===== src/hdl/bfr_pkg.sv =====
package bfr_pkg;

  localparam logic [7:0] START_BYTE = 8'h21;
  localparam logic [7:0] SIGNATURE_BYTE = 8'h10;
  localparam logic [7:0] CMD_FRAME_LEN = 8'd2;

  localparam logic [7:0] CMD_ERASE = 8'h41;
  localparam logic [7:0] CMD_WRITE = 8'h42;
  localparam logic [7:0] CMD_BANK = 8'h43;
  localparam logic [7:0] CMD_START_TO = 8'h44;
  localparam logic [7:0] CMD_READ = 8'h45;
  localparam logic [7:0] CMD_STOP_TO = 8'h46;
  localparam logic [7:0] CMD_SIG = 8'h48;

  typedef enum logic [1:0] {
    PH_HUNT,
    PH_LEN,
    PH_CMD,
    PH_DATA
  } phase_t;

  typedef enum logic [3:0] {
    ACT_ACK      = 4'd0,
    ACT_NACK     = 4'd1,
    ACT_ERASE    = 4'd2,
    ACT_WRITE    = 4'd3,
    ACT_BANK     = 4'd4,
    ACT_START_TO = 4'd5,
    ACT_READ     = 4'd6,
    ACT_STOP_TO  = 4'd7,
    ACT_SIG      = 4'd8,
    ACT_FILL     = 4'd9
  } action_t;

  typedef enum logic [3:0] {
    E_IDLE,
    E_RD0,
    E_RD1,
    E_DEC,
    E_CSEND,
    E_W0,
    E_W1,
    E_W2,
    E_WSEND,
    E_FIN
  } emit_state_t;

  typedef struct packed {
    logic [7:0] length;
    logic [7:0] command;
    logic       check_ok;
  } frame_info_t;

endpackage


===== src/hdl/bfr_store.sv =====
module bfr_store #(
  parameter int DEPTH = 67,
  parameter int AW = 7
) (
  input  logic          clk,
  input  logic          wr_en,
  input  logic [AW-1:0] wr_addr,
  input  logic [7:0]    wr_data,
  input  logic [AW-1:0] rd_addr,
  output logic [7:0]    rd_data
);

  logic [7:0] mem [DEPTH];
  logic [7:0] rd_data_r;

  always_ff @(posedge clk) begin
    if (wr_en) begin
      mem[wr_addr] <= wr_data;
    end
    rd_data_r <= mem[rd_addr];
  end

  assign rd_data = rd_data_r;

endmodule


===== src/hdl/bfr_parse.sv =====
module bfr_parse import bfr_pkg::*; #(
  parameter int DEPTH = 67,
  parameter int AW = 7
) (
  input  logic          clk,
  input  logic          rst_n,
  input  logic          beat,
  input  logic          mode,
  input  logic [7:0]    rx_byte,
  output logic          wr_en,
  output logic [AW-1:0] wr_addr,
  output logic [7:0]    wr_data,
  output logic          done,
  output frame_info_t   info
);

  localparam logic [7:0] DEPTH_B = 8'(DEPTH);

  phase_t     phase_r, phase_nxt;
  logic [7:0] len_r, len_nxt;
  logic [7:0] cmd_r, cmd_nxt;
  logic [7:0] xor_r, xor_nxt;
  logic [7:0] cnt_r, cnt_nxt;

  always_ff @(posedge clk) begin
    if (!rst_n) begin
      phase_r <= PH_HUNT;
      len_r   <= '0;
      cmd_r   <= '0;
      xor_r   <= '0;
      cnt_r   <= '0;
    end else begin
      phase_r <= phase_nxt;
      len_r   <= len_nxt;
      cmd_r   <= cmd_nxt;
      xor_r   <= xor_nxt;
      cnt_r   <= cnt_nxt;
    end
  end

  always_comb begin
    phase_nxt = phase_r;
    len_nxt   = len_r;
    cmd_nxt   = cmd_r;
    xor_nxt   = xor_r;
    cnt_nxt   = cnt_r;
    wr_en     = 1'b0;
    done      = 1'b0;
    if (beat) begin
      if (mode) begin
        // timeout drops any frame in progress
        phase_nxt = PH_HUNT;
      end else begin
        unique case (phase_r)
          PH_HUNT: begin
            if (rx_byte == START_BYTE) begin
              xor_nxt   = '0;
              cnt_nxt   = '0;
              phase_nxt = PH_LEN;
            end
          end
          PH_LEN: begin
            len_nxt   = rx_byte;
            xor_nxt   = rx_byte;
            phase_nxt = PH_CMD;
          end
          PH_CMD: begin
            cmd_nxt   = rx_byte;
            xor_nxt   = xor_r ^ rx_byte;
            cnt_nxt   = '0;
            phase_nxt = PH_DATA;
          end
          PH_DATA: begin
            xor_nxt = xor_r ^ rx_byte;
            wr_en   = (cnt_r < DEPTH_B);
            if (cnt_r == len_r) begin
              phase_nxt = PH_HUNT;
              done      = 1'b1;
            end else begin
              cnt_nxt = cnt_r + 8'd1;
            end
          end
          default: phase_nxt = PH_HUNT;
        endcase
      end
    end
  end

  assign wr_addr       = cnt_r[AW-1:0];
  assign wr_data       = rx_byte;
  assign info.length   = len_r;
  assign info.command  = cmd_r;
  assign info.check_ok = ((xor_r ^ rx_byte) == 8'd0);

endmodule


===== src/hdl/bfr_emit.sv =====
module bfr_emit import bfr_pkg::*; #(
  parameter int WRITE_FRAME_LEN = 66,
  parameter int AW = 7
) (
  input  logic          clk,
  input  logic          rst_n,
  input  logic          start,
  input  frame_info_t   info,
  output logic [AW-1:0] rd_addr,
  input  logic [7:0]    rd_data,
  output logic          busy,
  input  logic          out_ready,
  output logic          out_valid,
  output logic [3:0]    out_action,
  output logic [15:0]   out_address,
  output logic [15:0]   out_word,
  output logic          out_bank,
  output logic          out_last
);

  localparam logic [7:0]  WFL_B = 8'(WRITE_FRAME_LEN);
  localparam logic [AW:0] WFL_W = (AW+1)'(WRITE_FRAME_LEN);

  emit_state_t   state_r, state_nxt;
  frame_info_t   info_r, info_nxt;
  logic [7:0]    lo_r, lo_nxt;
  logic          bank_r, bank_nxt;
  logic [15:0]   addr_r, addr_nxt;
  logic [AW-1:0] idx_r, idx_nxt;
  logic          ovalid_r, ovalid_nxt;
  action_t       oact_r, oact_nxt;
  logic [15:0]   oaddr_r, oaddr_nxt;
  logic [15:0]   oword_r, oword_nxt;
  logic          obank_r, obank_nxt;
  logic          olast_r, olast_nxt;
  logic [15:0]   addr_inc;
  logic          last_fill;

  always_ff @(posedge clk) begin
    if (!rst_n) begin
      state_r  <= E_IDLE;
      ovalid_r <= 1'b0;
    end else begin
      state_r  <= state_nxt;
      ovalid_r <= ovalid_nxt;
    end
  end

  always_ff @(posedge clk) begin
    info_r  <= info_nxt;
    lo_r    <= lo_nxt;
    bank_r  <= bank_nxt;
    addr_r  <= addr_nxt;
    idx_r   <= idx_nxt;
    oact_r  <= oact_nxt;
    oaddr_r <= oaddr_nxt;
    oword_r <= oword_nxt;
    obank_r <= obank_nxt;
    olast_r <= olast_nxt;
  end

  // one adder steps the fill address for every word
  assign addr_inc  = addr_r + 16'd2;
  assign last_fill = ({1'b0, idx_r} + (AW+1)'(2)) >= WFL_W;

  always_comb begin
    state_nxt  = state_r;
    info_nxt   = info_r;
    lo_nxt     = lo_r;
    bank_nxt   = bank_r;
    addr_nxt   = addr_r;
    idx_nxt    = idx_r;
    ovalid_nxt = ovalid_r;
    oact_nxt   = oact_r;
    oaddr_nxt  = oaddr_r;
    oword_nxt  = oword_r;
    obank_nxt  = obank_r;
    olast_nxt  = olast_r;
    rd_addr    = idx_r;
    unique case (state_r)
      E_IDLE: begin
        if (start) begin
          info_nxt  = info;
          state_nxt = E_RD0;
        end
      end
      E_RD0: begin
        rd_addr   = '0;
        state_nxt = E_RD1;
      end
      E_RD1: begin
        rd_addr   = AW'(1);
        lo_nxt    = rd_data;
        bank_nxt  = (rd_data != 8'd0);
        state_nxt = E_DEC;
      end
      E_DEC: begin
        addr_nxt   = {rd_data, lo_r};
        ovalid_nxt = 1'b1;
        oact_nxt   = ACT_NACK;
        oaddr_nxt  = '0;
        oword_nxt  = '0;
        obank_nxt  = 1'b0;
        olast_nxt  = 1'b1;
        state_nxt  = E_FIN;
        priority if (!info_r.check_ok) begin
          state_nxt = E_FIN;
        end else if (info_r.length == CMD_FRAME_LEN) begin
          olast_nxt = 1'b0;
          state_nxt = E_CSEND;
          unique case (info_r.command)
            CMD_ERASE: begin
              oact_nxt  = ACT_ERASE;
              oaddr_nxt = {rd_data, lo_r};
            end
            CMD_WRITE: begin
              oact_nxt  = ACT_WRITE;
              oaddr_nxt = {rd_data, lo_r};
            end
            CMD_BANK: begin
              oact_nxt  = ACT_BANK;
              obank_nxt = bank_r;
            end
            CMD_START_TO: oact_nxt = ACT_START_TO;
            CMD_READ: begin
              oact_nxt  = ACT_READ;
              oaddr_nxt = {rd_data, lo_r};
            end
            CMD_STOP_TO: oact_nxt = ACT_STOP_TO;
            CMD_SIG: begin
              oact_nxt  = ACT_SIG;
              oword_nxt = {8'd0, SIGNATURE_BYTE};
            end
            default: begin
              oact_nxt  = ACT_NACK;
              olast_nxt = 1'b1;
              state_nxt = E_FIN;
            end
          endcase
        end else if (info_r.length == WFL_B) begin
          ovalid_nxt = 1'b0;
          idx_nxt    = AW'(2);
          state_nxt  = E_W0;
        end else begin
          state_nxt = E_FIN;
        end
      end
      E_CSEND: begin
        if (out_ready) begin
          oact_nxt  = ACT_ACK;
          oaddr_nxt = '0;
          oword_nxt = '0;
          obank_nxt = 1'b0;
          olast_nxt = 1'b1;
          state_nxt = E_FIN;
        end
      end
      E_W0: begin
        rd_addr   = idx_r;
        state_nxt = E_W1;
      end
      E_W1: begin
        rd_addr   = idx_r + AW'(1);
        lo_nxt    = rd_data;
        state_nxt = E_W2;
      end
      E_W2: begin
        ovalid_nxt = 1'b1;
        oact_nxt   = ACT_FILL;
        oaddr_nxt  = addr_r;
        oword_nxt  = {rd_data, lo_r};
        obank_nxt  = 1'b0;
        olast_nxt  = 1'b0;
        state_nxt  = E_WSEND;
      end
      E_WSEND: begin
        if (out_ready) begin
          addr_nxt = addr_inc;
          idx_nxt  = idx_r + AW'(2);
          if (last_fill) begin
            oact_nxt  = ACT_ACK;
            oaddr_nxt = '0;
            oword_nxt = '0;
            olast_nxt = 1'b1;
            state_nxt = E_FIN;
          end else begin
            ovalid_nxt = 1'b0;
            state_nxt  = E_W0;
          end
        end
      end
      E_FIN: begin
        if (out_ready) begin
          ovalid_nxt = 1'b0;
          state_nxt  = E_IDLE;
        end
      end
      default: state_nxt = E_IDLE;
    endcase
  end

  assign busy        = (state_r != E_IDLE);
  assign out_valid   = ovalid_r;
  assign out_action  = oact_r;
  assign out_address = oaddr_r;
  assign out_word    = oword_r;
  assign out_bank    = obank_r;
  assign out_last    = olast_r;

endmodule


===== src/hdl/boot_frame_receiver_core.sv =====
// a byte that closes no frame is taken while idle and gives no result
// after a closing byte the address bytes are read (E_RD0, E_RD1) and decoded
// (E_DEC) before the first beat; each fill of a write frame waits for the one
// before to be taken and its two bytes from the one store read port; ack is last
// in_tready stays low until the ack or nack beat of the frame is taken
// reset (rst_n low, synchronous) returns to hunting for the start byte
module boot_frame_receiver_core import bfr_pkg::*; #(
  parameter int WRITE_FRAME_LEN = 66
) (
  input  logic        clk,
  input  logic        rst_n,
  input  logic        in_tvalid,
  output logic        in_tready,
  input  logic [7:0]  in_tdata,   // rx_byte
  input  logic        in_tuser,   // mode
  output logic        out_tvalid,
  input  logic        out_tready,
  output logic [39:0] out_tdata,  // address, data_word, high_bank, zero pad
  output logic [3:0]  out_tuser,  // action
  output logic        out_tlast
);

  localparam int STORE_DEPTH = WRITE_FRAME_LEN + 1;
  localparam int AW = $clog2(STORE_DEPTH);

  logic          beat;
  logic          busy;
  logic          wr_en;
  logic [AW-1:0] wr_addr;
  logic [7:0]    wr_data;
  logic [AW-1:0] rd_addr;
  logic [7:0]    rd_data;
  logic          done;
  frame_info_t   info;
  logic [3:0]    o_action;
  logic [15:0]   o_address;
  logic [15:0]   o_word;
  logic          o_bank;

  assign in_tready = !busy;
  assign beat      = in_tvalid && in_tready;

  bfr_parse #(
    .DEPTH (STORE_DEPTH),
    .AW    (AW)
  ) u_parse (
    .clk     (clk),
    .rst_n   (rst_n),
    .beat    (beat),
    .mode    (in_tuser),
    .rx_byte (in_tdata),
    .wr_en   (wr_en),
    .wr_addr (wr_addr),
    .wr_data (wr_data),
    .done    (done),
    .info    (info)
  );

  bfr_store #(
    .DEPTH (STORE_DEPTH),
    .AW    (AW)
  ) u_store (
    .clk     (clk),
    .wr_en   (wr_en),
    .wr_addr (wr_addr),
    .wr_data (wr_data),
    .rd_addr (rd_addr),
    .rd_data (rd_data)
  );

  bfr_emit #(
    .WRITE_FRAME_LEN (WRITE_FRAME_LEN),
    .AW              (AW)
  ) u_emit (
    .clk         (clk),
    .rst_n       (rst_n),
    .start       (done),
    .info        (info),
    .rd_addr     (rd_addr),
    .rd_data     (rd_data),
    .busy        (busy),
    .out_ready   (out_tready),
    .out_valid   (out_tvalid),
    .out_action  (o_action),
    .out_address (o_address),
    .out_word    (o_word),
    .out_bank    (o_bank),
    .out_last    (out_tlast)
  );

  assign out_tdata = {7'b0000000, o_bank, o_word, o_address};
  assign out_tuser = o_action;

endmodule

===== config.mk =====
export PLATFORM = sky130hd
export DESIGN_NAME = boot_frame_receiver_core
export DESIGN_NICKNAME = d
export VERILOG_FILES = /design/src/hdl/bfr_pkg.sv /design/src/hdl/bfr_store.sv /design/src/hdl/bfr_parse.sv /design/src/hdl/bfr_emit.sv /design/src/hdl/boot_frame_receiver_core.sv
export SDC_FILE = /design/constraint.sdc
export NUM_CORES = 1
export LEC_CHECK = 0
export BUFFER_PORTS_ARGS = -buffer_cell sky130_fd_sc_hd__buf_4
export CORE_MARGIN = 3
export CORE_UTILIZATION = 53
export DETAILED_ROUTE_END_ITERATION = 10
export GPL_TIMING_DRIVEN = 0
export PLACE_DENSITY = 0.77
export REMOVE_ABC_BUFFERS = 1
export SYNTH_ARGS = -nofsm -noshare
export SYNTH_HDL_FRONTEND = slang
export SYNTH_HIERARCHICAL = 1
export SYNTH_SLANG_ARGS = --single-unit

===== constraint.sdc =====
create_clock -name clk -period 5.7 [get_ports clk]
set_input_delay 1.14 -clock clk [delete_from_list [all_inputs] [get_ports clk]]
set_output_delay 1.14 -clock clk [all_outputs]
set_load 0.02 [all_outputs]

# Word-level counts from Yosys, hierarchy flattened
# Memory sizes are Yosys's and may differ from the RTL's. A register that Yosys moved wholly into a read port is not among the register bits.
# Cells that the tools add are included.
# word_totals
register_bits,126
latchBits,0
mem_bits_rw,536
romBits,0
in_bits,13
out_inout_bits,47
word_cells,163
memories,1
# op_classes
add_sub_neg,5
n_mul,0
n_div,0
order_cmp,2
n_eq_ne,36
n_shift,0
mux,70
bitwise,2
n_reduce_logical,28
# mem_list
name,words,width,read_ports,rd_clocked_by_memory_dff,write_ports,line,source
u_store.mem,67,8,1,1,1,bfr_store.sv:13,logic [7:0] mem [DEPTH];
# op_table
operator,n
two-way mux 16 bit,9
one-hot mux 16 bit (4 select lines),2
== test 8 x 7 -> 1 bit (second input constant),8
two-way mux 4 bit,13
one-hot mux 8 bit (3 select lines),2
one-hot mux 4 bit (10 select lines),1
one-hot mux 16 bit (2 select lines),1
two-way mux 7 bit,4
one-hot mux 4 bit (7 select lines),1
two-way mux 1 bit,24
one-hot mux 7 bit (3 select lines),1
adder 16 x 2 -> 16 bit (second input constant),1
== test 4 x 3 -> 1 bit (second input constant),4
two-way mux 8 bit,2
one-hot mux 4 bit (4 select lines),1
inequality test 2 bit (second input constant),7
one-hot mux 7 bit (2 select lines),1
AND reduction 3 bit,4
AND reduction 4 bit,3
nonzero test 4 bit,3
AND reduction 5 bit,2
adder 7 x 2 -> 8 bit (second input constant),1
adder 8 x 1 -> 8 bit (second input constant),1
== test 4 x 2 -> 1 bit (second input constant),2
32 further kinds,45

# Depth between registers and ports, before layout
# depth
ltp_word,7
mapped_depth,14
mapped_depth_nobuf,9

# Hierarchy
# The synthesis kept the hierarchy.
# by_module_without_submodules
mod,n_inst,cells_per_inst,area_per_inst_um2,seq_area_each_um2
bfr_store,1,1063,21124.0,16255.6
bfr_emit,1,332,4152.7,2682.6
bfr_parse,1,233,1993.2,680.7
boot_frame_receiver_core,1,11,73.8,0.0

# Worst setup path before layout
# Ideal clock, no wire load.
# synth_timing
kind,in2reg
start,input port out_tready
end,"register u_emit.oact_r[0] (netlist: u_emit/out_action[0]), enable pin"
setup_time_ns,0.439
arrival_time_ns,3.314
required_time_ns,5.261
slack_ns,1.947
cell_stages,3
n_path_buf,1
cell_sequence,clkbuf_1 -> nand2_1 -> o21bai_1
# synth_between
elab_chain_cells,2
elab_cells_between_ends,3
cone_classes,eq/ne: 2; reduce/logical: 1
# synth_rtl
item,line,source
start: declaration,boot_frame_receiver_core.sv:17,"input logic out_tready,"
inequality test 2 bit (no source line),n/a,
AND reduction 4 bit (no source line) *,n/a,
end signal: assignment,bfr_emit.sv:55,oact_r <= oact_nxt;
end: declaration,bfr_emit.sv:31,"action_t oact_r, oact_nxt;"
# Every way passes the cells marked *; elsewhere a longest branch is shown, timed or not.
# A chain may end at the register's enable or synchronous reset.

# Worst setup path in the final report
# layout_timing
start,register u_emit.state_r[2]
end,"memory u_store.mem[17][3], enable pin"
# layout_between
elab_chain_cells,6
# layout_rtl
item,line,source
start: declaration,bfr_emit.sv:24,"emit_state_t state_r, state_nxt;"
start signal: assignment,bfr_emit.sv:44,state_r <= state_nxt;
nonzero test 4 bit,bfr_emit.sv:202,assign busy = (state_r != E_IDLE);
via busy,boot_frame_receiver_core.sv:27,logic busy;
zero test 1 bit,boot_frame_receiver_core.sv:40,assign in_tready = !busy;
logical AND 1 bit,boot_frame_receiver_core.sv:41,assign beat = in_tvalid && in_tready;
via beat,boot_frame_receiver_core.sv:26,logic beat;
two-way mux 1 bit,bfr_parse.sv:49,if (beat) begin
via wr_en,boot_frame_receiver_core.sv:28,logic wr_en;
two-way mux 1 bit,bfr_store.sv:17,if (wr_en) begin
two-way mux 1 bit (not written as such),bfr_store.sv:18,mem[wr_addr] <= wr_data;
end: declaration,bfr_store.sv:13,
# The timed path passes the listed nets, and every way through them passes these cells.

==> results.ini <==
[outcome]
run_status = finished, final reports clean

[drt]
via_count = 14959
vias_per_cell = 6.26
drt_iter0_markers = 1780
route.detailed.drc = 0
final_antenna_net_count = 0
routed_wl_mm = 57.8
drt_first_pass_iters = 6
wl_per_cell_um = 24.2

[clocking]
clock_latency_ns = 0.63
clk_path_buf_depth = 3
cts_sinks = 669
post_cts_buffers = 0
path_clk_slew_ns = 0.06
hold_buffers = 0
cts_root_buf = clkbuf_16
numCtsBuffers = 61
post_cts_resized = 0
cts_tree = built
htreeDepth = 2

[yosys]
synthFlopType = edfxtp_1
synth-xor-area-share_pct = 1.22
synth_simple_gate_area_share_pct = 7.83
synth_top_family_by_area = multiplexers
synth_compound_area_share_pct = 5.12
synth_mux_area_share_pct = 11.5
synth_edf_count = 622
seq_area_frac_synth_pct = 71.7
avgSynthCellArea_sq_um = 16.7
ys_types = 71
synthAdderAreaFrac_pct = 0.366
async_reset_ff_share_pct = 0
ys_warn_count = 6
ys_ff_latch = 669
mappedNetlistArea_sq_um = 27300
syn_inst = 1639

[sta]
rsz0062_at_grt = false
fmax_mhz = 209
hold_viol = 0
drv_slew = 0
period_minus_slack_ns = 4.79
setup_violations = 0
worst_slack_ns = 0.912
clock_skew_ns = 0.0163
post-route-period-util_pct = 84.0
worstMarginPinSlew_ns = 1.36
max_slew_margin_pct = 9.22

[hold_path]
hp-class = flip-flop to flip-flop
whs_path_depth = 0

[finish]
antennaDiodeCount = 0
syn_to_final_growth_pct = 10.9
final_nets = 1690
fin_area_sq_um = 30300
final_common_cell = edfxtp_1
layout-drive-gt1-share_pct = 17.3
final_cell_mix = 622 x edfxtp_1, 111 x nor2_1, 102 x mux4_2

[setup_path]
setup.worst_path.end_class = flip-flop
critPathArrivalTime_ns = 5.01
cp-start-kind = flip-flop
crit_fanout = 15
crit_type = flip-flop to flip-flop
cp.required_ns = 5.92
rr_worst_depth = 8

[power]
pwr-share-seq_pct = 56.5
p_sw_uw = 1830
p_clk_share_pct = 42.5
leakage_uw = 0.00969
intPower_uw = 7640
p_sw_share_pct = 19.3
comb_power_share_pct = 1.0
power.density_nw_per_um2 = 312
vdd_drop_max_uv = 264

[grt]
grt_max_degree = 74
antenna_found_initial = 1
busiest_layer = met2
grtUsageTotal_pct = 21.2
use_met3_pct = 4.38
grt_util_met1_pct = 29.2
grt-ovfl-total = 0
grt_pass1_vias = 14481
grt_first_pass_wirelength_mm = 87.0
grt_util_met2_pct = 33.3

[floorplanning]
num_rows = 82
dieWidth_um = 233
io_pins = 60
core_area_sq_um = 50600
initial_utilization_pct = 54.1
die_y_um = 233
dieArea_sq_um = 54400

[place]
portBuffers = 52
dp_hpwl_mm = 34.3
placed_area_sq_um = 28300
globalplace.congestion = 0.838
pre_cts_ws_ns = 0.663

[run]
drv_cap = 0

registers in the layout, indices dropped and copies added (netlist names), 16 cells and up:
signal	cells
u_emit/addr_r	16
u_emit/info_r	17
u_emit/out_address	16
u_emit/out_word	16
u_store/mem	536
power groups by stage:
stage          sequential [uW]  clock [uW]  combinational (uW)
2_1_floorplan             5450           0                15.5
3_3_place_gp              5450           0                92.9
3_5_place_dp              5450           0                98.5
4_1_cts                   5350        4090                98.6
5_1_grt                   5340        4280                 106
6_report                  5350        4030                96.2
per-stage QoR:
| step | util [%] | TNS, ns | total power, uW | cells | hold slack, ns |
|---|---|---|---|---|---|
| after floorplan | - | -14.40 | 5470 | 1542 | 0.408 |
| after global placement | 55.4 | -51.78 | 5550 | 2266 | 0.417 |
| after detailed placement | 56.0 | 0 | 5550 | 2278 | 0.420 |
| after CTS | 59.9 | 0 | 9540 | 2391 | 0.434 |
| after global routing | 59.9 | 0 | 9730 | 2391 | 0.439 |
| final | 59.9 | 0 | 9470 | 2391 | 0.432 |
logic make-up after synthesis:
kind of cell,Yosys count
XOR/XNOR,38
flip-flops,669
adder cells (fa/ha/maj),8
multiplexers,185
buffers and inverters,111
AO/OA/AOI/OAI,204
other,1
AND/OR/NAND/NOR,423
critical path: stages, from the launching register on:
cell and delay (ns):
dfxtp_1 0.44, nor2_1 0.36, nand2_1 0.16, nor2b_1 0.28
nor2b_1 0.89, and4b_1 0.52, nand3_1 0.16, or3b_2 0.57
nor3_1 1.00
layer usage:
layer | vias up | routed length, um
li1 | 6483 | -
met1 | 7499 | 23000
met2 | 823 | 27400
met5 | - | 9
met4 | 2 | 2310
met3 | 152 | 5150
final timing paths:
kind | startpoint | endpoint | slack (ns)
max | u_emit/state_r[2]$_SDFFE_PN0P_ | u_store/mem[17][3]$_DFFE_PP_ | 0.91
min reg2reg | u_parse/cmd_r[2]$_SDFFE_PN0P_ | u_emit/info_r[3]$_DFFE_PP_ | 0.43
max reg2reg | u_emit/state_r[2]$_SDFFE_PN0P_ | u_store/mem[17][3]$_DFFE_PP_ | 0.91
min | u_parse/cmd_r[2]$_SDFFE_PN0P_ | u_emit/info_r[3]$_DFFE_PP_ | 0.43
Yosys cell counts (4+ instances only):
cell type | n | area (sq um)
a21boi_1 | 6 | 45.0
and2_1 | 22 | 138
mux4_2 | 102 | 2300
ha_1 | 8 | 100
o22a_1 | 6 | 52.6
nor3_1 | 18 | 90.1
inv_1 | 8 | 30.0
edfxtp_1 | 622 | 18700
buf_4 | 33 | 248
nand4_1 | 16 | 100
or3_1 | 11 | 68.8
nand3b_1 | 6 | 45.0
a31oi_1 | 4 | 25.0
clkbuf_1 | 40 | 150
a22oi_1 | 33 | 248
a22o_1 | 21 | 184
nand2b_1 | 15 | 93.8
a21oi_1 | 23 | 115
mux2_2 | 13 | 146
dfxtp_1 | 47 | 941
a21boi_0 | 10 | 75.1
xor2_1 | 12 | 105
o21ai_0 | 49 | 245
o22ai_1 | 22 | 138
xnor2_1 | 26 | 228
and3_1 | 11 | 68.8
nand3_1 | 47 | 235
or4_1 | 6 | 45.0
buf_2 | 26 | 130
mux2i_1 | 69 | 691
nor2b_1 | 36 | 225
nor2_1 | 111 | 417
nand2_1 | 98 | 368
layout make-up:
class / count / area, sq um
fill: 3509 / 20300
tap: 672 / 841
clock inverter: 37 / 353
inverter: 8 / 30.0
clock buffer: 76 / 1640
sequential: 669 / 19600
multi-input combinational: 865 / 7190
timing repair buffer: 64 / 643
No activity file was read; power rests on OpenSTA's default activity.
